`config.mk`:
```
export PLATFORM = sky130hd
export DESIGN_NAME = signed_menger_curvature_unit
export DESIGN_NICKNAME = d
export VERILOG_FILES = /design/src/rtl/smc_pkg.sv /design/src/rtl/smc_mul.sv /design/src/rtl/smc_sqrt.sv /design/src/rtl/smc_div.sv /design/src/rtl/smc_core.sv /design/src/rtl/signed_menger_curvature_unit.sv
export VERILOG_INCLUDE_DIRS = /design/src /design/src/rtl
export SDC_FILE = /design/constraint.sdc
export NUM_CORES = 2
export LEC_CHECK = 0
export BUFFER_PORTS_ARGS = -buffer_cell sky130_fd_sc_hd__buf_4
export CAP_MARGIN = 0
export CELL_PAD_IN_SITES_DETAIL_PLACEMENT = 0
export CELL_PAD_IN_SITES_GLOBAL_PLACEMENT = 1
export CORE_AREA = 4 4 569 345
export CTS_BUF_LIST = sky130_fd_sc_hd__clkbuf_2 sky130_fd_sc_hd__clkbuf_4 sky130_fd_sc_hd__clkbuf_8
export CTS_CLUSTER_SIZE = 25
export DETAILED_ROUTE_END_ITERATION = 8
export DIE_AREA = 0 0 573 349
export PLACE_DENSITY = 0.88
export SYNTH_ARGS = -nofsm -noshare
export SYNTH_HDL_FRONTEND = slang
export SYNTH_SLANG_ARGS = --single-unit
```
`constraint.sdc`:
```
create_clock -name aclk -period 18.9 [get_ports aclk]
set_clock_uncertainty 0.2 [all_clocks]
set_input_delay 1.89 -clock aclk [delete_from_list [all_inputs] [get_ports aclk]]
set_output_delay 1.89 -clock aclk [all_outputs]
set_load 0.05 [all_outputs]
```
`src/rtl/signed_menger_curvature_unit_assert.svh`:
```
// ----------------------------------------------------------------------------
// Assertion macros for the signed Menger curvature unit
// Each macro wraps one concurrent assertion on the unit clock and reset.
// ----------------------------------------------------------------------------
`ifndef SIGNED_MENGER_CURVATURE_UNIT_ASSERT_SVH
`define SIGNED_MENGER_CURVATURE_UNIT_ASSERT_SVH

// Same-cycle implication, disabled while reset is asserted.
`define SMCU_ASSERT_IMP(lbl, clk, rstn, ante, cons, msg) \
    lbl: assert property (@(posedge clk) disable iff (!rstn) (ante) |-> (cons)) else $error(msg);

// Next-cycle implication, disabled while reset is asserted.
`define SMCU_ASSERT_NXT(lbl, clk, rstn, ante, cons, msg) \
    lbl: assert property (@(posedge clk) disable iff (!rstn) (ante) |=> (cons)) else $error(msg);

`endif

```
`src/rtl/smc_pkg.sv`:
```
// ----------------------------------------------------------------------------
// smc_pkg
// Types and fixed widths shared by the curvature unit and its serial units.
// ----------------------------------------------------------------------------
package smc_pkg;

    localparam int COORD_W   = 32;
    localparam int INDEX_W   = 18;
    localparam int CURV_W    = 32;
    localparam int DIFF_W    = COORD_W + 1;
    localparam int MUL_W     = 32;
    localparam int MUL_DIGIT = 4;
    localparam int PROD_W    = 2 * MUL_W;
    localparam int SQRT_IN_W = 64;
    localparam int ROOT_W    = 32;
    localparam int DIV_W     = 64;
    localparam int QUO_W     = 33;
    localparam int STEP_W    = 7;
    localparam int EXP_W     = 6;
    localparam int SINE_FRAC = 30;
    localparam int SN_W      = 31;
    localparam int EXP_INIT  = 3;

    typedef struct packed {
        logic signed [COORD_W-1:0] x;
        logic signed [COORD_W-1:0] y;
        logic                      last;
    } in_item_t;

    typedef struct packed {
        logic [INDEX_W-1:0]       vertex_index;
        logic signed [CURV_W-1:0] curvature;
        logic                     final_res;
    } out_item_t;

    typedef struct packed {
        logic signed [COORD_W-1:0] px;
        logic signed [COORD_W-1:0] py;
        logic signed [COORD_W-1:0] cx;
        logic signed [COORD_W-1:0] cy;
        logic signed [COORD_W-1:0] nx;
        logic signed [COORD_W-1:0] ny;
    } pts_t;

    typedef struct packed {
        logic start;
        pts_t pts;
    } core_req_t;

    typedef struct packed {
        logic                     done;
        logic signed [CURV_W-1:0] curvature;
    } core_rsp_t;

    typedef enum logic [1:0] {ST_IDLE, ST_NEXT, ST_WAIT, ST_EMIT} seq_state_t;

    typedef enum logic [2:0] {K_J1, K_J2, K_J3, K_Z1, K_Z0} kind_t;

    typedef enum logic [3:0] {
        C_IDLE, C_DIFF, C_SCALE, C_SQ_A, C_SQ_B, C_ROOT, C_CHECK,
        C_CROSS_A, C_CROSS_B, C_AB, C_SINE, C_CURV, C_DONE
    } core_state_t;

endpackage

```
`src/rtl/smc_mul.sv`:
```
// ----------------------------------------------------------------------------
// smc_mul
// Unsigned digit-serial multiplier, one 4-bit digit of op_b per cycle.
// ----------------------------------------------------------------------------
module smc_mul (
    input  logic                         aclk,
    input  logic                         aresetn,
    input  logic                         start,
    input  logic [smc_pkg::MUL_W-1:0]    op_a,
    input  logic [smc_pkg::MUL_W-1:0]    op_b,
    output logic                         done,
    output logic [smc_pkg::PROD_W-1:0]   product
);
    localparam int W     = smc_pkg::MUL_W;
    localparam int DG    = smc_pkg::MUL_DIGIT;
    localparam int SUM_W = W + DG;
    localparam int STEPS = W / DG;
    localparam int CNT_W = $clog2(STEPS);
    localparam logic [CNT_W-1:0] LAST = CNT_W'(STEPS - 1);

    logic             busy_reg, busy_next;
    logic             done_reg, done_next;
    logic [CNT_W-1:0] cnt_reg, cnt_next;
    logic [W-1:0]     a_reg, a_next;
    logic [W-1:0]     hi_reg, hi_next;
    logic [W-1:0]     lo_reg, lo_next;
    logic [SUM_W-1:0] sum;

    always_comb begin
        sum       = SUM_W'(hi_reg) + SUM_W'(a_reg) * SUM_W'(lo_reg[DG-1:0]);
        busy_next = busy_reg;
        done_next = 1'b0;
        cnt_next  = cnt_reg;
        a_next    = a_reg;
        hi_next   = hi_reg;
        lo_next   = lo_reg;
        if (start) begin
            busy_next = 1'b1;
            cnt_next  = '0;
            a_next    = op_a;
            hi_next   = '0;
            lo_next   = op_b;
        end else if (busy_reg) begin
            // The low digit of the running sum is a finished product bit group.
            hi_next  = sum[SUM_W-1:DG];
            lo_next  = {sum[DG-1:0], lo_reg[W-1:DG]};
            cnt_next = cnt_reg + CNT_W'(1);
            if (cnt_reg == LAST) begin
                busy_next = 1'b0;
                done_next = 1'b1;
            end
        end
    end

    always_ff @(posedge aclk) begin
        if (!aresetn) begin
            busy_reg <= 1'b0;
            done_reg <= 1'b0;
        end else begin
            busy_reg <= busy_next;
            done_reg <= done_next;
        end
    end

    always_ff @(posedge aclk) begin
        cnt_reg <= cnt_next;
        a_reg   <= a_next;
        hi_reg  <= hi_next;
        lo_reg  <= lo_next;
    end

    assign done    = done_reg;
    assign product = {hi_reg, lo_reg};

endmodule

```
`src/rtl/smc_sqrt.sv`:
```
// ----------------------------------------------------------------------------
// smc_sqrt
// Restoring integer square root, two radicand bits and one root bit per cycle.
// ----------------------------------------------------------------------------
module smc_sqrt (
    input  logic                            aclk,
    input  logic                            aresetn,
    input  logic                            start,
    input  logic [smc_pkg::SQRT_IN_W-1:0]   radicand,
    output logic                            done,
    output logic [smc_pkg::ROOT_W-1:0]      root
);
    localparam int IN_W  = smc_pkg::SQRT_IN_W;
    localparam int RW    = smc_pkg::ROOT_W;
    localparam int REM_W = RW + 3;
    localparam int CNT_W = $clog2(RW);
    localparam logic [CNT_W-1:0] LAST = CNT_W'(RW - 1);

    logic             busy_reg, busy_next;
    logic             done_reg, done_next;
    logic [CNT_W-1:0] cnt_reg, cnt_next;
    logic [IN_W-1:0]  rad_reg, rad_next;
    logic [REM_W-1:0] rem_reg, rem_next;
    logic [RW-1:0]    root_reg, root_next;
    logic [REM_W-1:0] rem_sh;
    logic [REM_W-1:0] trial;

    always_comb begin
        rem_sh    = {rem_reg[REM_W-3:0], rad_reg[IN_W-1:IN_W-2]};
        trial     = REM_W'({root_reg, 2'b01});
        busy_next = busy_reg;
        done_next = 1'b0;
        cnt_next  = cnt_reg;
        rad_next  = rad_reg;
        rem_next  = rem_reg;
        root_next = root_reg;
        if (start) begin
            busy_next = 1'b1;
            cnt_next  = '0;
            rad_next  = radicand;
            rem_next  = '0;
            root_next = '0;
        end else if (busy_reg) begin
            rad_next = {rad_reg[IN_W-3:0], 2'b00};
            if (rem_sh >= trial) begin
                rem_next  = rem_sh - trial;
                root_next = {root_reg[RW-2:0], 1'b1};
            end else begin
                rem_next  = rem_sh;
                root_next = {root_reg[RW-2:0], 1'b0};
            end
            cnt_next = cnt_reg + CNT_W'(1);
            if (cnt_reg == LAST) begin
                busy_next = 1'b0;
                done_next = 1'b1;
            end
        end
    end

    always_ff @(posedge aclk) begin
        if (!aresetn) begin
            busy_reg <= 1'b0;
            done_reg <= 1'b0;
        end else begin
            busy_reg <= busy_next;
            done_reg <= done_next;
        end
    end

    always_ff @(posedge aclk) begin
        cnt_reg  <= cnt_next;
        rad_reg  <= rad_next;
        rem_reg  <= rem_next;
        root_reg <= root_next;
    end

    assign done = done_reg;
    assign root = root_reg;

endmodule

```
`src/rtl/smc_div.sv`:
```
// ----------------------------------------------------------------------------
// smc_div
// Restoring divider, one quotient bit per cycle, with a sticky overflow flag.
// ----------------------------------------------------------------------------
module smc_div (
    input  logic                          aclk,
    input  logic                          aresetn,
    input  logic                          start,
    input  logic [smc_pkg::DIV_W-1:0]     rem_init,
    input  logic [smc_pkg::DIV_W-1:0]     dividend,
    input  logic [smc_pkg::DIV_W-1:0]     divisor,
    input  logic [smc_pkg::STEP_W-1:0]    steps,
    output logic                          done,
    output logic [smc_pkg::QUO_W-1:0]     quotient,
    output logic                          overflow
);
    localparam int W  = smc_pkg::DIV_W;
    localparam int QW = smc_pkg::QUO_W;
    localparam int SW = smc_pkg::STEP_W;

    logic          busy_reg, busy_next;
    logic          done_reg, done_next;
    logic [SW-1:0] cnt_reg, cnt_next;
    logic [W-1:0]  rem_reg, rem_next;
    logic [W-1:0]  dvd_reg, dvd_next;
    logic [W-1:0]  dvs_reg, dvs_next;
    logic [QW-1:0] q_reg, q_next;
    logic          ovf_reg, ovf_next;
    logic [W:0]    rem_sh;
    logic [W:0]    diff;
    logic          ge;

    always_comb begin
        rem_sh    = {rem_reg, dvd_reg[W-1]};
        diff      = rem_sh - {1'b0, dvs_reg};
        ge        = (rem_sh >= {1'b0, dvs_reg});
        busy_next = busy_reg;
        done_next = 1'b0;
        cnt_next  = cnt_reg;
        rem_next  = rem_reg;
        dvd_next  = dvd_reg;
        dvs_next  = dvs_reg;
        q_next    = q_reg;
        ovf_next  = ovf_reg;
        if (start) begin
            busy_next = 1'b1;
            cnt_next  = steps;
            rem_next  = rem_init;
            dvd_next  = dividend;
            dvs_next  = divisor;
            q_next    = '0;
            ovf_next  = 1'b0;
        end else if (busy_reg) begin
            rem_next = ge ? diff[W-1:0] : rem_sh[W-1:0];
            dvd_next = {dvd_reg[W-2:0], 1'b0};
            q_next   = {q_reg[QW-2:0], ge};
            ovf_next = ovf_reg | q_reg[QW-1];
            cnt_next = cnt_reg - SW'(1);
            if (cnt_reg == SW'(1)) begin
                busy_next = 1'b0;
                done_next = 1'b1;
            end
        end
    end

    always_ff @(posedge aclk) begin
        if (!aresetn) begin
            busy_reg <= 1'b0;
            done_reg <= 1'b0;
        end else begin
            busy_reg <= busy_next;
            done_reg <= done_next;
        end
    end

    always_ff @(posedge aclk) begin
        cnt_reg <= cnt_next;
        rem_reg <= rem_next;
        dvd_reg <= dvd_next;
        dvs_reg <= dvs_next;
        q_reg   <= q_next;
        ovf_reg <= ovf_next;
    end

    assign done     = done_reg;
    assign quotient = q_reg;
    assign overflow = ovf_reg;

endmodule

```
`src/rtl/smc_core.sv`:
```
// ----------------------------------------------------------------------------
// smc_core
// Curvature of one point triple, sequenced over the shared serial units.
// ----------------------------------------------------------------------------
module smc_core (
    input  logic                  aclk,
    input  logic                  aresetn,
    input  smc_pkg::core_req_t    req,
    output smc_pkg::core_rsp_t    rsp
);
    localparam int DW = smc_pkg::DIFF_W;
    localparam int MW = smc_pkg::MUL_W;
    localparam int PW = smc_pkg::PROD_W;
    localparam int RW = smc_pkg::ROOT_W;
    localparam int VW = smc_pkg::DIV_W;
    localparam int QW = smc_pkg::QUO_W;
    localparam int SW = smc_pkg::STEP_W;
    localparam int EW = smc_pkg::EXP_W;
    localparam int CW = smc_pkg::CURV_W;
    localparam int NW = smc_pkg::SN_W;
    localparam logic [NW-1:0] SINE_ONE = NW'(1) << smc_pkg::SINE_FRAC;
    localparam logic [QW-1:0] POS_LIM  = {2'b00, {(CW-1){1'b1}}};
    localparam logic [QW-1:0] NEG_LIM  = {2'b01, {(CW-1){1'b0}}};

    smc_pkg::core_state_t state_reg, state_next;

    logic [DW-1:0]        mag_reg [6];
    logic [DW-1:0]        mag_next [6];
    logic [5:0]           sgn_reg, sgn_next;
    logic [RW-1:0]        side_reg [3];
    logic [RW-1:0]        side_next [3];
    logic [1:0]           j_reg, j_next;
    logic [EW-1:0]        exp_reg, exp_next;
    logic [PW-1:0]        sq_reg, sq_next;
    logic signed [PW-1:0] p1_reg, p1_next;
    logic [PW-1:0]        n_reg, n_next;
    logic                 neg_reg, neg_next;
    logic [CW-1:0]        res_reg, res_next;

    logic signed [DW-1:0] dif [6];
    logic [DW-1:0]        orv;
    logic signed [PW-1:0] p2;
    logic signed [PW-1:0] cr;
    logic [QW-1:0]        kq;
    logic [NW-1:0]        sn_src;

    logic          mul_start, mul_done;
    logic [MW-1:0] mul_a, mul_b;
    logic [PW-1:0] mul_p;
    logic          sqrt_start, sqrt_done;
    logic [smc_pkg::SQRT_IN_W-1:0] sqrt_in;
    logic [RW-1:0] sqrt_root;
    logic          div_start, div_done, div_ovf;
    logic [VW-1:0] div_rem, div_dvd, div_dvs;
    logic [SW-1:0] div_steps;
    logic [QW-1:0] div_q;

    smc_mul u_mul (
        .aclk(aclk), .aresetn(aresetn), .start(mul_start),
        .op_a(mul_a), .op_b(mul_b), .done(mul_done), .product(mul_p)
    );

    smc_sqrt u_sqrt (
        .aclk(aclk), .aresetn(aresetn), .start(sqrt_start),
        .radicand(sqrt_in), .done(sqrt_done), .root(sqrt_root)
    );

    smc_div u_div (
        .aclk(aclk), .aresetn(aresetn), .start(div_start),
        .rem_init(div_rem), .dividend(div_dvd), .divisor(div_dvs),
        .steps(div_steps), .done(div_done), .quotient(div_q), .overflow(div_ovf)
    );

    always_comb begin
        dif[0] = signed'({req.pts.cx[MW-1], req.pts.cx}) - signed'({req.pts.px[MW-1], req.pts.px});
        dif[1] = signed'({req.pts.cy[MW-1], req.pts.cy}) - signed'({req.pts.py[MW-1], req.pts.py});
        dif[2] = signed'({req.pts.nx[MW-1], req.pts.nx}) - signed'({req.pts.cx[MW-1], req.pts.cx});
        dif[3] = signed'({req.pts.ny[MW-1], req.pts.ny}) - signed'({req.pts.cy[MW-1], req.pts.cy});
        dif[4] = signed'({req.pts.nx[MW-1], req.pts.nx}) - signed'({req.pts.px[MW-1], req.pts.px});
        dif[5] = signed'({req.pts.ny[MW-1], req.pts.ny}) - signed'({req.pts.py[MW-1], req.pts.py});
        orv = mag_reg[0] | mag_reg[1] | mag_reg[2] | mag_reg[3] | mag_reg[4] | mag_reg[5];
        p2  = (sgn_reg[1] ^ sgn_reg[2]) ? -signed'(mul_p) : signed'(mul_p);
        cr  = p1_reg - p2;
        kq  = div_q;
        sn_src = (state_reg == smc_pkg::C_SINE) ? div_q[NW-1:0] : SINE_ONE;

        state_next = state_reg;
        for (int i = 0; i < 6; i++) begin
            mag_next[i] = mag_reg[i];
        end
        for (int i = 0; i < 3; i++) begin
            side_next[i] = side_reg[i];
        end
        sgn_next = sgn_reg;
        j_next   = j_reg;
        exp_next = exp_reg;
        sq_next  = sq_reg;
        p1_next  = p1_reg;
        n_next   = n_reg;
        neg_next = neg_reg;
        res_next = res_reg;

        mul_start  = 1'b0;
        mul_a      = mag_reg[0][MW-1:0];
        mul_b      = mag_reg[0][MW-1:0];
        sqrt_start = 1'b0;
        sqrt_in    = sq_reg + mul_p;
        div_start  = 1'b0;
        div_rem    = '0;
        div_dvd    = {sn_src, (VW-NW)'(0)};
        div_dvs    = VW'(side_reg[2]);
        div_steps  = SW'(NW) + SW'(exp_reg);

        unique case (state_reg)
            smc_pkg::C_IDLE: begin
                if (req.start) begin
                    for (int i = 0; i < 6; i++) begin
                        sgn_next[i] = dif[i][DW-1];
                        mag_next[i] = dif[i][DW-1] ? DW'(-dif[i]) : DW'(dif[i]);
                    end
                    state_next = smc_pkg::C_DIFF;
                end
            end
            smc_pkg::C_DIFF: begin
                exp_next = EW'(smc_pkg::EXP_INIT);
                res_next = '0;
                // Coincident points leave a zero side and give zero curvature.
                if ((mag_reg[0] == '0 && mag_reg[1] == '0) ||
                    (mag_reg[2] == '0 && mag_reg[3] == '0) ||
                    (mag_reg[4] == '0 && mag_reg[5] == '0)) begin
                    state_next = smc_pkg::C_DONE;
                end else begin
                    state_next = smc_pkg::C_SCALE;
                end
            end
            smc_pkg::C_SCALE: begin
                // One bit of normalization per cycle toward [2^29, 2^30).
                if (orv[DW-1:30] != '0) begin
                    for (int i = 0; i < 6; i++) begin
                        mag_next[i] = mag_reg[i] >> 1;
                    end
                    exp_next = exp_reg - EW'(1);
                end else if (!orv[29]) begin
                    for (int i = 0; i < 6; i++) begin
                        mag_next[i] = mag_reg[i] << 1;
                    end
                    exp_next = exp_reg + EW'(1);
                end else begin
                    mul_start  = 1'b1;
                    j_next     = 2'd0;
                    state_next = smc_pkg::C_SQ_A;
                end
            end
            smc_pkg::C_SQ_A: begin
                if (mul_done) begin
                    sq_next    = mul_p;
                    mul_start  = 1'b1;
                    mul_a      = mag_reg[1][MW-1:0];
                    mul_b      = mag_reg[1][MW-1:0];
                    state_next = smc_pkg::C_SQ_B;
                end
            end
            smc_pkg::C_SQ_B: begin
                if (mul_done) begin
                    sqrt_start = 1'b1;
                    state_next = smc_pkg::C_ROOT;
                end
            end
            smc_pkg::C_ROOT: begin
                if (sqrt_done) begin
                    side_next[0] = side_reg[1];
                    side_next[1] = side_reg[2];
                    side_next[2] = sqrt_root;
                    // Rotate the next side's components into the operand slots.
                    for (int i = 0; i < 6; i++) begin
                        mag_next[i] = mag_reg[(i + 2) % 6];
                        sgn_next[i] = sgn_reg[(i + 2) % 6];
                    end
                    j_next = j_reg + 2'd1;
                    if (j_reg == 2'd2) begin
                        state_next = smc_pkg::C_CHECK;
                    end else begin
                        mul_start  = 1'b1;
                        mul_a      = mag_reg[2][MW-1:0];
                        mul_b      = mag_reg[2][MW-1:0];
                        state_next = smc_pkg::C_SQ_A;
                    end
                end
            end
            smc_pkg::C_CHECK: begin
                if (side_reg[0] == '0 || side_reg[1] == '0 || side_reg[2] == '0) begin
                    state_next = smc_pkg::C_DONE;
                end else begin
                    mul_start  = 1'b1;
                    mul_a      = mag_reg[0][MW-1:0];
                    mul_b      = mag_reg[3][MW-1:0];
                    state_next = smc_pkg::C_CROSS_A;
                end
            end
            smc_pkg::C_CROSS_A: begin
                if (mul_done) begin
                    p1_next    = (sgn_reg[0] ^ sgn_reg[3]) ? -signed'(mul_p) : signed'(mul_p);
                    mul_start  = 1'b1;
                    mul_a      = mag_reg[1][MW-1:0];
                    mul_b      = mag_reg[2][MW-1:0];
                    state_next = smc_pkg::C_CROSS_B;
                end
            end
            smc_pkg::C_CROSS_B: begin
                if (mul_done) begin
                    neg_next = cr[PW-1];
                    n_next   = cr[PW-1] ? PW'(-cr) : PW'(cr);
                    if (cr == '0) begin
                        state_next = smc_pkg::C_DONE;
                    end else begin
                        mul_start  = 1'b1;
                        mul_a      = side_reg[0];
                        mul_b      = side_reg[1];
                        state_next = smc_pkg::C_AB;
                    end
                end
            end
            smc_pkg::C_AB: begin
                if (mul_done) begin
                    if (n_reg >= mul_p) begin
                        // The sine clamps to one; go straight to the final division.
                        div_start  = 1'b1;
                        state_next = smc_pkg::C_CURV;
                    end else begin
                        div_start  = 1'b1;
                        div_rem    = n_reg;
                        div_dvd    = '0;
                        div_dvs    = mul_p;
                        div_steps  = SW'(smc_pkg::SINE_FRAC);
                        state_next = smc_pkg::C_SINE;
                    end
                end
            end
            smc_pkg::C_SINE: begin
                if (div_done) begin
                    div_start  = 1'b1;
                    state_next = smc_pkg::C_CURV;
                end
            end
            smc_pkg::C_CURV: begin
                if (div_done) begin
                    if (neg_reg) begin
                        res_next = (div_ovf || kq > NEG_LIM) ? CW'(-NEG_LIM) : CW'(-kq);
                    end else begin
                        res_next = (div_ovf || kq > POS_LIM) ? CW'(POS_LIM) : CW'(kq);
                    end
                    state_next = smc_pkg::C_DONE;
                end
            end
            smc_pkg::C_DONE: begin
                state_next = smc_pkg::C_IDLE;
            end
            default: begin
                state_next = smc_pkg::C_IDLE;
            end
        endcase
    end

    always_ff @(posedge aclk) begin
        if (!aresetn) begin
            state_reg <= smc_pkg::C_IDLE;
        end else begin
            state_reg <= state_next;
        end
    end

    always_ff @(posedge aclk) begin
        for (int i = 0; i < 6; i++) begin
            mag_reg[i] <= mag_next[i];
        end
        for (int i = 0; i < 3; i++) begin
            side_reg[i] <= side_next[i];
        end
        sgn_reg <= sgn_next;
        j_reg   <= j_next;
        exp_reg <= exp_next;
        sq_reg  <= sq_next;
        p1_reg  <= p1_next;
        n_reg   <= n_next;
        neg_reg <= neg_next;
        res_reg <= res_next;
    end

    assign rsp.done      = (state_reg == smc_pkg::C_DONE);
    assign rsp.curvature = signed'(res_reg);

endmodule

```
`src/rtl/signed_menger_curvature_unit.sv`:
```
// ----------------------------------------------------------------------------
// signed_menger_curvature_unit
// Streams the vertices of a closed polyline and returns the signed discrete
// curvature of every vertex, with indices wrapping around the loop.
// ----------------------------------------------------------------------------
//
//   Channel   Direction  Payload             Handshake
//   s_        in         x, y, last          s_valid / s_ready
//   m_        out        vertex_index,       m_valid / m_ready
//                        curvature, final_res
//
// One vertex is taken at a time and yields zero to three results. The run of a
// curvature on the shared core is set by the 2-bit-per-cycle square root (three
// runs), the 1-bit-per-cycle divider (up to two runs) and the normalization
// shift. Coincident points finish before the serial units run, and a collinear
// triple skips both divisions. A closing vertex therefore runs the core up to
// three times.
// Reset is synchronous and active low; it clears the control state only.
// A stalled result sits in the output register while the next result is
// being computed; the sequencer waits for that register only at hand-over.
`include "signed_menger_curvature_unit_assert.svh"

module signed_menger_curvature_unit #(
    parameter int MAX_POINTS = 262144
) (
    input  logic                 aclk,
    input  logic                 aresetn,
    input  logic                 s_valid,
    output logic                 s_ready,
    input  smc_pkg::in_item_t    s_data,
    output logic                 m_valid,
    input  logic                 m_ready,
    output smc_pkg::out_item_t   m_data
);
    localparam int CNT_W = $clog2(MAX_POINTS);
    localparam int IW    = (CNT_W > smc_pkg::INDEX_W) ? CNT_W : smc_pkg::INDEX_W;
    localparam logic [CNT_W-1:0] LAST_IDX = CNT_W'(MAX_POINTS - 1);
    localparam int XW    = smc_pkg::COORD_W;

    smc_pkg::seq_state_t state_reg, state_next;

    // Loop vertices. The newest vertex of the current transfer sits in cur.
    logic signed [XW-1:0] first_x_reg, first_x_next, first_y_reg, first_y_next;
    logic signed [XW-1:0] second_x_reg, second_x_next, second_y_reg, second_y_next;
    logic signed [XW-1:0] older_x_reg, older_x_next, older_y_reg, older_y_next;
    logic signed [XW-1:0] newer_x_reg, newer_x_next, newer_y_reg, newer_y_next;
    logic signed [XW-1:0] cur_x_reg, cur_x_next, cur_y_reg, cur_y_next;

    logic [CNT_W-1:0]     cnt_reg, cnt_next;
    logic [CNT_W-1:0]     idx_reg, idx_next;
    smc_pkg::kind_t       kind_reg [3];
    smc_pkg::kind_t       kind_next [3];
    logic [1:0]           pend_reg, pend_next;
    smc_pkg::out_item_t   res_reg, res_next;
    logic                 m_valid_reg, m_valid_next;
    smc_pkg::out_item_t   m_data_reg, m_data_next;

    smc_pkg::core_req_t   req;
    smc_pkg::core_rsp_t   rsp;

    logic                 accept;
    logic                 last_eff;
    logic                 out_free;
    logic [IW-1:0]        idx_wide;
    logic [IW-1:0]        idx_prev_wide;

    smc_core u_core (
        .aclk(aclk), .aresetn(aresetn), .req(req), .rsp(rsp)
    );

    always_comb begin
        accept        = s_valid && (state_reg == smc_pkg::ST_IDLE);
        // The transfer that fills the last slot closes the loop regardless of its flag.
        last_eff      = s_data.last || (cnt_reg == LAST_IDX);
        out_free      = !m_valid_reg || m_ready;
        idx_wide      = IW'(idx_reg);
        idx_prev_wide = IW'(idx_reg - CNT_W'(1));

        state_next    = state_reg;
        first_x_next  = first_x_reg;
        first_y_next  = first_y_reg;
        second_x_next = second_x_reg;
        second_y_next = second_y_reg;
        older_x_next  = older_x_reg;
        older_y_next  = older_y_reg;
        newer_x_next  = newer_x_reg;
        newer_y_next  = newer_y_reg;
        cur_x_next    = cur_x_reg;
        cur_y_next    = cur_y_reg;
        cnt_next      = cnt_reg;
        idx_next      = idx_reg;
        for (int i = 0; i < 3; i++) begin
            kind_next[i] = kind_reg[i];
        end
        pend_next     = pend_reg;
        res_next      = res_reg;
        m_valid_next  = m_valid_reg && !m_ready;
        m_data_next   = m_data_reg;

        req.start     = 1'b0;
        req.pts       = '0;

        unique case (kind_reg[0])
            smc_pkg::K_J1: begin
                req.pts = {older_x_reg, older_y_reg, newer_x_reg, newer_y_reg,
                           cur_x_reg, cur_y_reg};
            end
            smc_pkg::K_J2: begin
                req.pts = {newer_x_reg, newer_y_reg, cur_x_reg, cur_y_reg,
                           first_x_reg, first_y_reg};
            end
            smc_pkg::K_J3: begin
                req.pts = {cur_x_reg, cur_y_reg, first_x_reg, first_y_reg,
                           second_x_reg, second_y_reg};
            end
            default: begin
                req.pts = '0;
            end
        endcase

        unique case (state_reg)
            smc_pkg::ST_IDLE: begin
                if (accept) begin
                    cur_x_next = s_data.x;
                    cur_y_next = s_data.y;
                    idx_next   = cnt_reg;
                    cnt_next   = last_eff ? '0 : cnt_reg + CNT_W'(1);
                    if (cnt_reg == CNT_W'(0)) begin
                        first_x_next = s_data.x;
                        first_y_next = s_data.y;
                    end
                    if (cnt_reg == CNT_W'(1)) begin
                        second_x_next = s_data.x;
                        second_y_next = s_data.y;
                    end
                    // Plan the results this vertex releases, in output order.
                    kind_next[0] = smc_pkg::K_J1;
                    kind_next[1] = smc_pkg::K_J2;
                    kind_next[2] = smc_pkg::K_J3;
                    if (cnt_reg >= CNT_W'(2)) begin
                        pend_next = last_eff ? 2'd3 : 2'd1;
                    end else if (cnt_reg == CNT_W'(1)) begin
                        kind_next[0] = smc_pkg::K_Z1;
                        kind_next[1] = smc_pkg::K_Z0;
                        pend_next    = last_eff ? 2'd2 : 2'd0;
                    end else begin
                        kind_next[0] = smc_pkg::K_Z0;
                        pend_next    = last_eff ? 2'd1 : 2'd0;
                    end
                    state_next = smc_pkg::ST_NEXT;
                end
            end
            smc_pkg::ST_NEXT: begin
                if (pend_reg == 2'd0) begin
                    // All results out: slide the window of recent vertices.
                    older_x_next = newer_x_reg;
                    older_y_next = newer_y_reg;
                    newer_x_next = cur_x_reg;
                    newer_y_next = cur_y_reg;
                    state_next   = smc_pkg::ST_IDLE;
                end else begin
                    unique case (kind_reg[0]) inside
                        smc_pkg::K_J1, smc_pkg::K_J2, smc_pkg::K_J3: begin
                            req.start  = 1'b1;
                            state_next = smc_pkg::ST_WAIT;
                        end
                        smc_pkg::K_Z1: begin
                            res_next.vertex_index = smc_pkg::INDEX_W'(1);
                            res_next.curvature    = '0;
                            res_next.final_res    = 1'b0;
                            state_next            = smc_pkg::ST_EMIT;
                        end
                        default: begin
                            res_next.vertex_index = '0;
                            res_next.curvature    = '0;
                            res_next.final_res    = 1'b1;
                            state_next            = smc_pkg::ST_EMIT;
                        end
                    endcase
                end
            end
            smc_pkg::ST_WAIT: begin
                if (rsp.done) begin
                    res_next.curvature = rsp.curvature;
                    unique case (kind_reg[0])
                        smc_pkg::K_J1: begin
                            res_next.vertex_index = idx_prev_wide[smc_pkg::INDEX_W-1:0];
                            res_next.final_res    = 1'b0;
                        end
                        smc_pkg::K_J2: begin
                            res_next.vertex_index = idx_wide[smc_pkg::INDEX_W-1:0];
                            res_next.final_res    = 1'b0;
                        end
                        default: begin
                            res_next.vertex_index = '0;
                            res_next.final_res    = 1'b1;
                        end
                    endcase
                    state_next = smc_pkg::ST_EMIT;
                end
            end
            smc_pkg::ST_EMIT: begin
                if (out_free) begin
                    m_valid_next = 1'b1;
                    m_data_next  = res_reg;
                    kind_next[0] = kind_reg[1];
                    kind_next[1] = kind_reg[2];
                    pend_next    = pend_reg - 2'd1;
                    state_next   = smc_pkg::ST_NEXT;
                end
            end
            default: begin
                state_next = smc_pkg::ST_IDLE;
            end
        endcase
    end

    always_ff @(posedge aclk) begin
        if (!aresetn) begin
            state_reg   <= smc_pkg::ST_IDLE;
            cnt_reg     <= '0;
            pend_reg    <= '0;
            m_valid_reg <= 1'b0;
        end else begin
            state_reg   <= state_next;
            cnt_reg     <= cnt_next;
            pend_reg    <= pend_next;
            m_valid_reg <= m_valid_next;
        end
    end

    always_ff @(posedge aclk) begin
        first_x_reg  <= first_x_next;
        first_y_reg  <= first_y_next;
        second_x_reg <= second_x_next;
        second_y_reg <= second_y_next;
        older_x_reg  <= older_x_next;
        older_y_reg  <= older_y_next;
        newer_x_reg  <= newer_x_next;
        newer_y_reg  <= newer_y_next;
        cur_x_reg    <= cur_x_next;
        cur_y_reg    <= cur_y_next;
        idx_reg      <= idx_next;
        for (int i = 0; i < 3; i++) begin
            kind_reg[i] <= kind_next[i];
        end
        res_reg      <= res_next;
        m_data_reg   <= m_data_next;
    end

    assign s_ready = (state_reg == smc_pkg::ST_IDLE);
    assign m_valid = m_valid_reg;
    assign m_data  = m_data_reg;

    // The sequencer only returns to idle once every planned result has gone out.
    `SMCU_ASSERT_IMP(a_idle_no_pending, aclk, aresetn, state_reg == smc_pkg::ST_IDLE, pend_reg == 2'd0, "idle with results pending")
    // The core only finishes a curvature that the sequencer is waiting for.
    `SMCU_ASSERT_IMP(a_done_in_wait, aclk, aresetn, rsp.done, state_reg == smc_pkg::ST_WAIT, "core finished outside wait")
    // The loop-closing result is always the last one planned for its vertex.
    `SMCU_ASSERT_IMP(a_final_is_last, aclk, aresetn, (state_reg == smc_pkg::ST_EMIT) && out_free && res_reg.final_res, pend_reg == 2'd1, "final result is not the last")
    // An accepted vertex always moves the sequencer to planning.
    `SMCU_ASSERT_NXT(a_accept_plans, aclk, aresetn, s_valid && s_ready, state_reg == smc_pkg::ST_NEXT, "accepted vertex not planned")

endmodule
```
Yosys cells after proc, flatten, opt, wreduce, memory -nomap -nowiden
Memories as Yosys holds them, arrays and structs flattened.
Cells that the tools add are included.
{"block": "word_totals", "reg_bits": 1178, "latchBits": 0, "ram_bits": 303, "romBits": 0, "in_bits": 69, "mem_count": 3}
{"name": "u_core.mag_reg", "words": 6, "width": 33, "rd": 6, "rd_ports_with_merged_regs": 0, "write_ports": 6, "line_no": "smc_core.sv:27", "text": "logic [DW-1:0] mag_reg [6];"}
{"name": "u_core.side_reg", "words": 3, "width": 32, "rd": 3, "rd_ports_with_merged_regs": 0, "write_ports": 3, "line_no": "smc_core.sv:30", "text": "logic [RW-1:0] side_reg [3];"}
{"name": "kind_reg", "words": 3, "width": 3, "rd": 3, "rd_ports_with_merged_regs": 0, "write_ports": 3, "line_no": "signed_menger_curvature_unit.sv:51", "text": "smc_pkg::kind_t kind_reg [3];"}
{"block": "classes", "n_addsub": 30, "n_mul": 1, "div": 0, "magnitude_cmp": 6, "n_eq_ne": 41, "shifts": 0, "n_mux": 143, "bitwise": 14, "reduce_logical": 63}
{"cell": "$mux W64", "count": 15}
{"cell": "$mux W198", "count": 4}
{"cell": "$pmux W198 S3", "count": 1}
{"cell": "$mux W32", "count": 18}
{"cell": "$pmux W192 S3", "count": 1}
{"cell": "$mux W33", "count": 7}
{"cell": "$pmux W51 S2", "count": 2}
{"cell": "$logic_not A33 Y1", "count": 6}
{"cell": "$neg A33 Y33", "count": 6}
{"cell": "$sub A32 B32 Y33", "count": 6}
{"cell": "$mux W96", "count": 2}
{"cell": "$or A33 B33 Y33", "count": 5}
{"cell": "$pmux W32 S5", "count": 1}
{"cell": "$neg A64 Y64", "count": 2}
{"cell": "$sub A64 B64 Y64", "count": 2}
{"cell": "$mux W51", "count": 2}
{"cell": "$logic_not A32 Y1", "count": 3}
{"cell": "$pmux W32 S3", "count": 1}
{"cell": "$ge A65 B64 Y1", "count": 1}
{"cell": "$add A64 B64 Y64", "count": 1}
{"cell": "$ge A64 B64 Y1", "count": 1}
{"cell": "$logic_not A64 Y1", "count": 1}
{"cell": "$pmux W32 S2", "count": 1}
{"cell": "$mux W63", "count": 1}
{"cell": "other kinds (68)", "count": 208}

Longest topological paths before layout
An unclocked memory read counts as a cell.
{"block": "depth", "word_depth": 10, "mapped_depth": 35, "ltp_nobuf": 29}

Hierarchy
Synthesis repeated with hierarchy kept, for this count alone.
{"block": "unflattened", "cells_unflattened": 10923, "area_unflattened_um2": 104908.1}
{"module": "smc_core", "instances": 1, "cells_per_inst": 6454, "area_per_inst_um2": 54974.0, "seq_area_each_um2": 16085.4}
{"module": "signed_menger_curvature_unit", "instances": 1, "cells_per_inst": 1564, "area_per_inst_um2": 20186.9, "seq_area_each_um2": 13853.3}
{"module": "smc_div", "instances": 1, "cells_per_inst": 1302, "area_per_inst_um2": 13683.1, "seq_area_each_um2": 6696.4}
{"module": "smc_mul", "instances": 1, "cells_per_inst": 874, "area_per_inst_um2": 8714.6, "seq_area_each_um2": 2662.6}
{"module": "smc_sqrt", "instances": 1, "cells_per_inst": 729, "area_per_inst_um2": 7349.5, "seq_area_each_um2": 3363.2}

Worst setup path before layout
Ideal clock, no wire load.
{"block": "synth_path", "path_kind": "reg-to-reg", "startpoint": "memory u_core.mag_reg[0][29] (netlist name)", "endpoint": "memory u_core.mag_reg[0][0] (netlist name) (enable)", "arrival_time_ns": 15.572, "t_required_ns": 17.651, "slack_ns": 2.080, "stages_incl_launch_ff": 6, "path_buffers": 1, "cell_sequence": "edfxtp_1 clkbuf_1 nor4_1 a21oi_1 and2_1 a211oi_1"}
{"item": "start: declaration", "line_no": "smc_core.sv:27"}

Worst setup path in the final report
{"block": "layout_path", "startpoint": "register u_core.u_mul.lo_reg[1]", "endpoint": "register u_core.u_mul.hi_reg[11]"}
{"block": "layout_between", "elab_chain_len": 7}
{"item": "start: declaration", "line_no": "smc_mul.sv:26", "text": "logic [W-1:0] lo_reg, lo_next;"}
{"item": "start signal: assignment", "line_no": "smc_mul.sv:69", "text": "lo_reg <= lo_next;"}
{"item": "$neg A64 Y64", "line_no": "smc_core.sv:82", "text": "p2 = (sgn_reg[1] ^ sgn_reg[2]) ? -signed'(mul_p) : signed'(mul_p);"}
{"item": "$mux W64", "line_no": "smc_core.sv:82"}
{"item": "$sub A64 B64 Y64", "line_no": "smc_core.sv:83", "text": "cr = p1_reg - p2;"}
{"item": "$logic_not A64 Y1", "line_no": "smc_core.sv:213", "text": "if (cr == '0) begin"}
{"item": "$mux W1", "line_no": "smc_core.sv:213"}
{"item": "$mux W1", "line_no": "smc_core.sv:210", "text": "if (mul_done) begin"}
{"item": "$pmux W1 S5", "line_no": "smc_core.sv:114", "text": "unique case (state_reg)"}
{"item": "end signal: assignment", "line_no": "smc_mul.sv:68", "text": "hi_reg <= hi_next;"}
{"item": "end: declaration", "line_no": "smc_mul.sv:25", "text": "logic [W-1:0] hi_reg, hi_next;"}
Parallel ways exist; a longest one is shown, timed or not.
A chain may end at the register's enable or synchronous reset.

==> impl_metrics.xml <==
<?xml version="1.0" encoding="UTF-8"?>
<metrics>
  <group name="critical_path">
    <metric name="critPathSlowestCell" unit="">sky130_fd_sc_hd__nor3_4</metric>
    <metric name="cp_num_buf_inv" unit="">8</metric>
    <metric name="worst_path_largest_cell_delay" unit="ns">1.08</metric>
    <metric name="crit_path_start_kind" unit="">flip-flop</metric>
    <metric name="critPathCaptureType" unit="">flip-flop</metric>
    <metric name="setup.worst_path.class" unit="">flip-flop to flip-flop</metric>
    <metric name="crit_family" unit="">simple AND/OR/NAND/NOR gates</metric>
    <metric name="critPathMostFrequentCell" unit="">sky130_fd_sc_hd__buf_4</metric>
    <metric name="worstPathRequired" unit="ns">19.60</metric>
    <metric name="worst-endpoint-arrival" unit="ns">12.48</metric>
    <metric name="cp_max_fo" unit="">39</metric>
  </group>
  <group name="yosys">
    <metric name="yosysTopAreaCellShare" unit="">0.379</metric>
    <metric name="synth_cells" unit="">10478</metric>
    <metric name="synthTopCellsByArea" unit="">sky130_fd_sc_hd__edfxtp_1 (38%), sky130_fd_sc_hd__ha_1 (6.9%), sky130_fd_sc_hd__mux2i_1 (5.4%)</metric>
    <metric name="synthFlopType" unit="">sky130_fd_sc_hd__edfxtp_1</metric>
    <metric name="seq_cells_post_synth" unit="">1445</metric>
    <metric name="syn-mean-instance-area" unit="sq um">9.62</metric>
    <metric name="synth.cell_area" unit="sq mm">0.101</metric>
    <metric name="synth_warnings" unit="">0</metric>
    <metric name="synth_seq_area_share" unit="">0.413</metric>
    <metric name="postSynth.asyncResetShare" unit="">0</metric>
    <metric name="yosysUniqueCellTypes" unit="">97</metric>
    <metric name="synthesized_netlist_net_count" unit="">11204</metric>
    <metric name="synth_enable_flop_cells" unit="">1273</metric>
    <metric name="synth_area_leader_cell" unit="">sky130_fd_sc_hd__edfxtp_1</metric>
  </group>
  <group name="floorplan">
    <metric name="io_pins" unit="">122</metric>
    <metric name="fp.dieArea" unit="sq mm">0.200</metric>
    <metric name="die_h" unit="um">349</metric>
    <metric name="floorplan.initialDensity" unit="">0.530</metric>
    <metric name="horizontal_die_dimension" unit="um">573</metric>
    <metric name="row_count" unit="">124</metric>
    <metric name="design.core.area" unit="sq mm">0.190</metric>
  </group>
  <group name="drt">
    <metric name="postRouteWirelength" unit="um">345000</metric>
    <metric name="drt-pass1-iter-count" unit="">7</metric>
    <metric name="detail-route-antenna-nets" unit="">0</metric>
    <metric name="post-route-drc-count" unit="">0</metric>
    <metric name="mean_routed_wirelength_per_cell" unit="um">26.3</metric>
    <metric name="vias" unit="">85698</metric>
    <metric name="initialDrtViolationCount" unit="">11813</metric>
    <metric name="post_drt_via_cell_ratio" unit="">6.52</metric>
  </group>
  <group name="timing">
    <metric name="final_critical_path_setup_slack" unit="ns">7.12</metric>
    <metric name="finalSetupViolCount" unit="">0</metric>
    <metric name="tns" unit="ns">0</metric>
    <metric name="maxSlewViolCount" unit="">0</metric>
    <metric name="final_period_minus_worst_setup_slack" unit="ns">11.78</metric>
    <metric name="period_share" unit="">0.623</metric>
    <metric name="achievable-frequency" unit="MHz">84.9</metric>
    <metric name="rsz0062_at_grt" unit="">false</metric>
    <metric name="finalHoldViolations" unit="">0</metric>
    <metric name="slew_headroom" unit="">0.0522</metric>
    <metric name="whs" unit="ns">0.216</metric>
    <metric name="worst-slew-pin-transition" unit="ns">1.41</metric>
  </group>
  <group name="placed_design">
    <metric name="dp_hpwl" unit="um">262000</metric>
    <metric name="dpl.cell_count" unit="">12731</metric>
    <metric name="post-place-ws" unit="ns">7.54</metric>
    <metric name="port_buffers" unit="">121</metric>
    <metric name="globalplace.congestion" unit="">1.04</metric>
  </group>
  <group name="cts">
    <metric name="clk_root_buffer_cell" unit="">sky130_fd_sc_hd__clkbuf_8</metric>
    <metric name="ctsHtreeMaxLevel" unit="">4</metric>
    <metric name="worst_skew_pair.late_latency" unit="ns">1.00</metric>
    <metric name="numClockSinks" unit="">1445</metric>
    <metric name="cts_tree" unit="">done</metric>
    <metric name="holdBufCountCts" unit="">0</metric>
    <metric name="cts_made_buffers" unit="">225</metric>
    <metric name="post_cts_resize_count" unit="">0</metric>
    <metric name="clkTransAtPathRegs" unit="ns">0.07</metric>
    <metric name="clock_tree.buffer_depth" unit="">4</metric>
    <metric name="cts.repair_timing.setup_buffer_count" unit="">0</metric>
  </group>
  <group name="global_routing">
    <metric name="antenna_violations_before_repair" unit="">23</metric>
    <metric name="largest_net_degree_at_the_start_of_global_routing" unit="">137</metric>
    <metric name="first_pass_grt_wire_length" unit="um">510000</metric>
    <metric name="groute.usage.overall" unit="">0.332</metric>
    <metric name="global_route.overflow_total" unit="">0</metric>
    <metric name="vias_in_the_first_global_route" unit="">78663</metric>
  </group>
  <group name="finish">
    <metric name="area_growth_syn_to_layout" unit="%">8.17</metric>
    <metric name="design.final.nets" unit="">11164</metric>
    <metric name="count_of_filler_cells_inserted_in_the_layout" unit="">16399</metric>
    <metric name="share_of_cells_above_drive_strength_1" unit="">0.0804</metric>
    <metric name="layout.cells.most_common" unit="">sky130_fd_sc_hd__edfxtp_1</metric>
    <metric name="instances_no_fill" unit="">13140</metric>
    <metric name="layout_common_cells" unit="">sky130_fd_sc_hd__edfxtp_1 (1273), sky130_fd_sc_hd__nand2_1 (1043), sky130_fd_sc_hd__nor2_1 (871)</metric>
    <metric name="largest_reg_flops" unit="">198</metric>
  </group>
  <group name="flow_run">
    <metric name="timing.max_cap.violations" unit="">0</metric>
  </group>
  <group name="hold_path">
    <metric name="hold_path_class" unit="">flip-flop to flip-flop</metric>
  </group>
  <group name="status">
    <metric name="run_status" unit="">finished, final reports clean</metric>
  </group>
  <group name="power_and_ir_drop">
    <metric name="power.leakage" unit="nW">41.6</metric>
    <metric name="pd_cells" unit="mW/mm^2">142</metric>
    <metric name="peakVddDrop" unit="V">0.0000778</metric>
  </group>
</metrics>
[cells by family (layout without fill, tap and decap cells)]
logic type | count (synthesis) | after routing | share of synthesized area
buffers and inverters | 1039 | 1171 | 0.0391
adder cells (fa/ha/maj) | 658 | 658 | 0.0892
multiplexers | 583 | 583 | 0.0584
AND/OR/NAND/NOR | 3339 | 3339 | 0.159
AO/OA/AOI/OAI | 2649 | 2649 | 0.175
flip-flops | 1445 | 1445 | 0.413
XOR/XNOR | 765 | 765 | 0.0665
other | 0 | 10 | 0
[path summary, 6_finish.rpt]
check	start	endpoint	slack [ns]	depth (start not counted)
worst min register to register	res_reg[10]$_SDFFCE_PN0P_	m_data[10]$_DFFE_PP_	0.22	0
worst max-delay path	u_core.u_mul.lo_reg[1]$_DFFE_PP_	u_core.u_mul.hi_reg[11]$_SDFFE_PP0P_	7.12	33
worst max register to register	u_core.u_mul.lo_reg[1]$_DFFE_PP_	u_core.u_mul.hi_reg[11]$_SDFFE_PP0P_	7.12	33
worst min-delay path	res_reg[10]$_SDFFCE_PN0P_	m_data[10]$_DFFE_PP_	0.22	0
[where the power goes]
part | switching, W | total, W | leakage, nW | internal (W)
registers | 0.000501 | 0.00472 | 13.2 | 0.00422
logic | 0.00490 | 0.00788 | 25.9 | 0.00298
clock network | 0.00135 | 0.00286 | 2.45 | 0.00151
total | 0.00675 | 0.0155 | 41.6 | 0.00871
[worst register-to-register path, delay by kind of cell (launching register included)]
| family | cells | cell delay, ns |
|---|---|---|
| XOR/XNOR | 1 | 0.08 |
| flip-flops | 1 | 0.36 |
| adder cells (fa/ha/maj) | 2 | 0.72 |
| buffers and inverters | 8 | 2.51 |
| AND/OR/NAND/NOR | 18 | 6.66 |
| AO/OA/AOI/OAI | 4 | 1.12 |
[cell usage after synthesis (all sizes together), types with 92 or more instances]
cell and instances:
a211oi 92, a21o 295, a21oi 624, and2 106
clkbuf 484, dfxtp 172, edfxtp 1273, fa 101
ha 556, inv 483, mux2i 545, nand2 1045
nand2b 231, nand3 179, nand4 150, nor2 879
nor3 180, nor4 135, o21a 103, o21ai 589
o221ai 183, xnor2 506, xor2 259
[metal layers]
layer	share of wire	track usage	up-vias
li1	-	-	38635
met1	0.46	0.520	41805
met2	0.37	0.424	4794
met3	0.15	0.135	440
met4	0.016	0.0560	24
met5	0.0020	0.00680	-
[layout make-up]
cell class	instances	area (sq um)	area share
antenna	10	25.0	0.000229
clock buffer	324	3950	0.0362
sequential	1445	41700	0.382
clock inverter	75	684	0.00628
multi-input combinational	7994	55500	0.509
inverter	483	1820	0.0167
timing repair buffer	289	2210	0.0202
tap	2520	3150	0.0289
[stage by stage]
stage	utilization	area, sq um	total power (W)
final	0.573	109000	0.0155
after global routing	0.573	109000	0.0162
after CTS	0.573	109000	0.0152
after detailed placement	0.548	104000	0.0123
after global placement	0.548	104000	0.0122
after floorplan	-	101000	0.0101
Power figures use the tool's default switching activity.
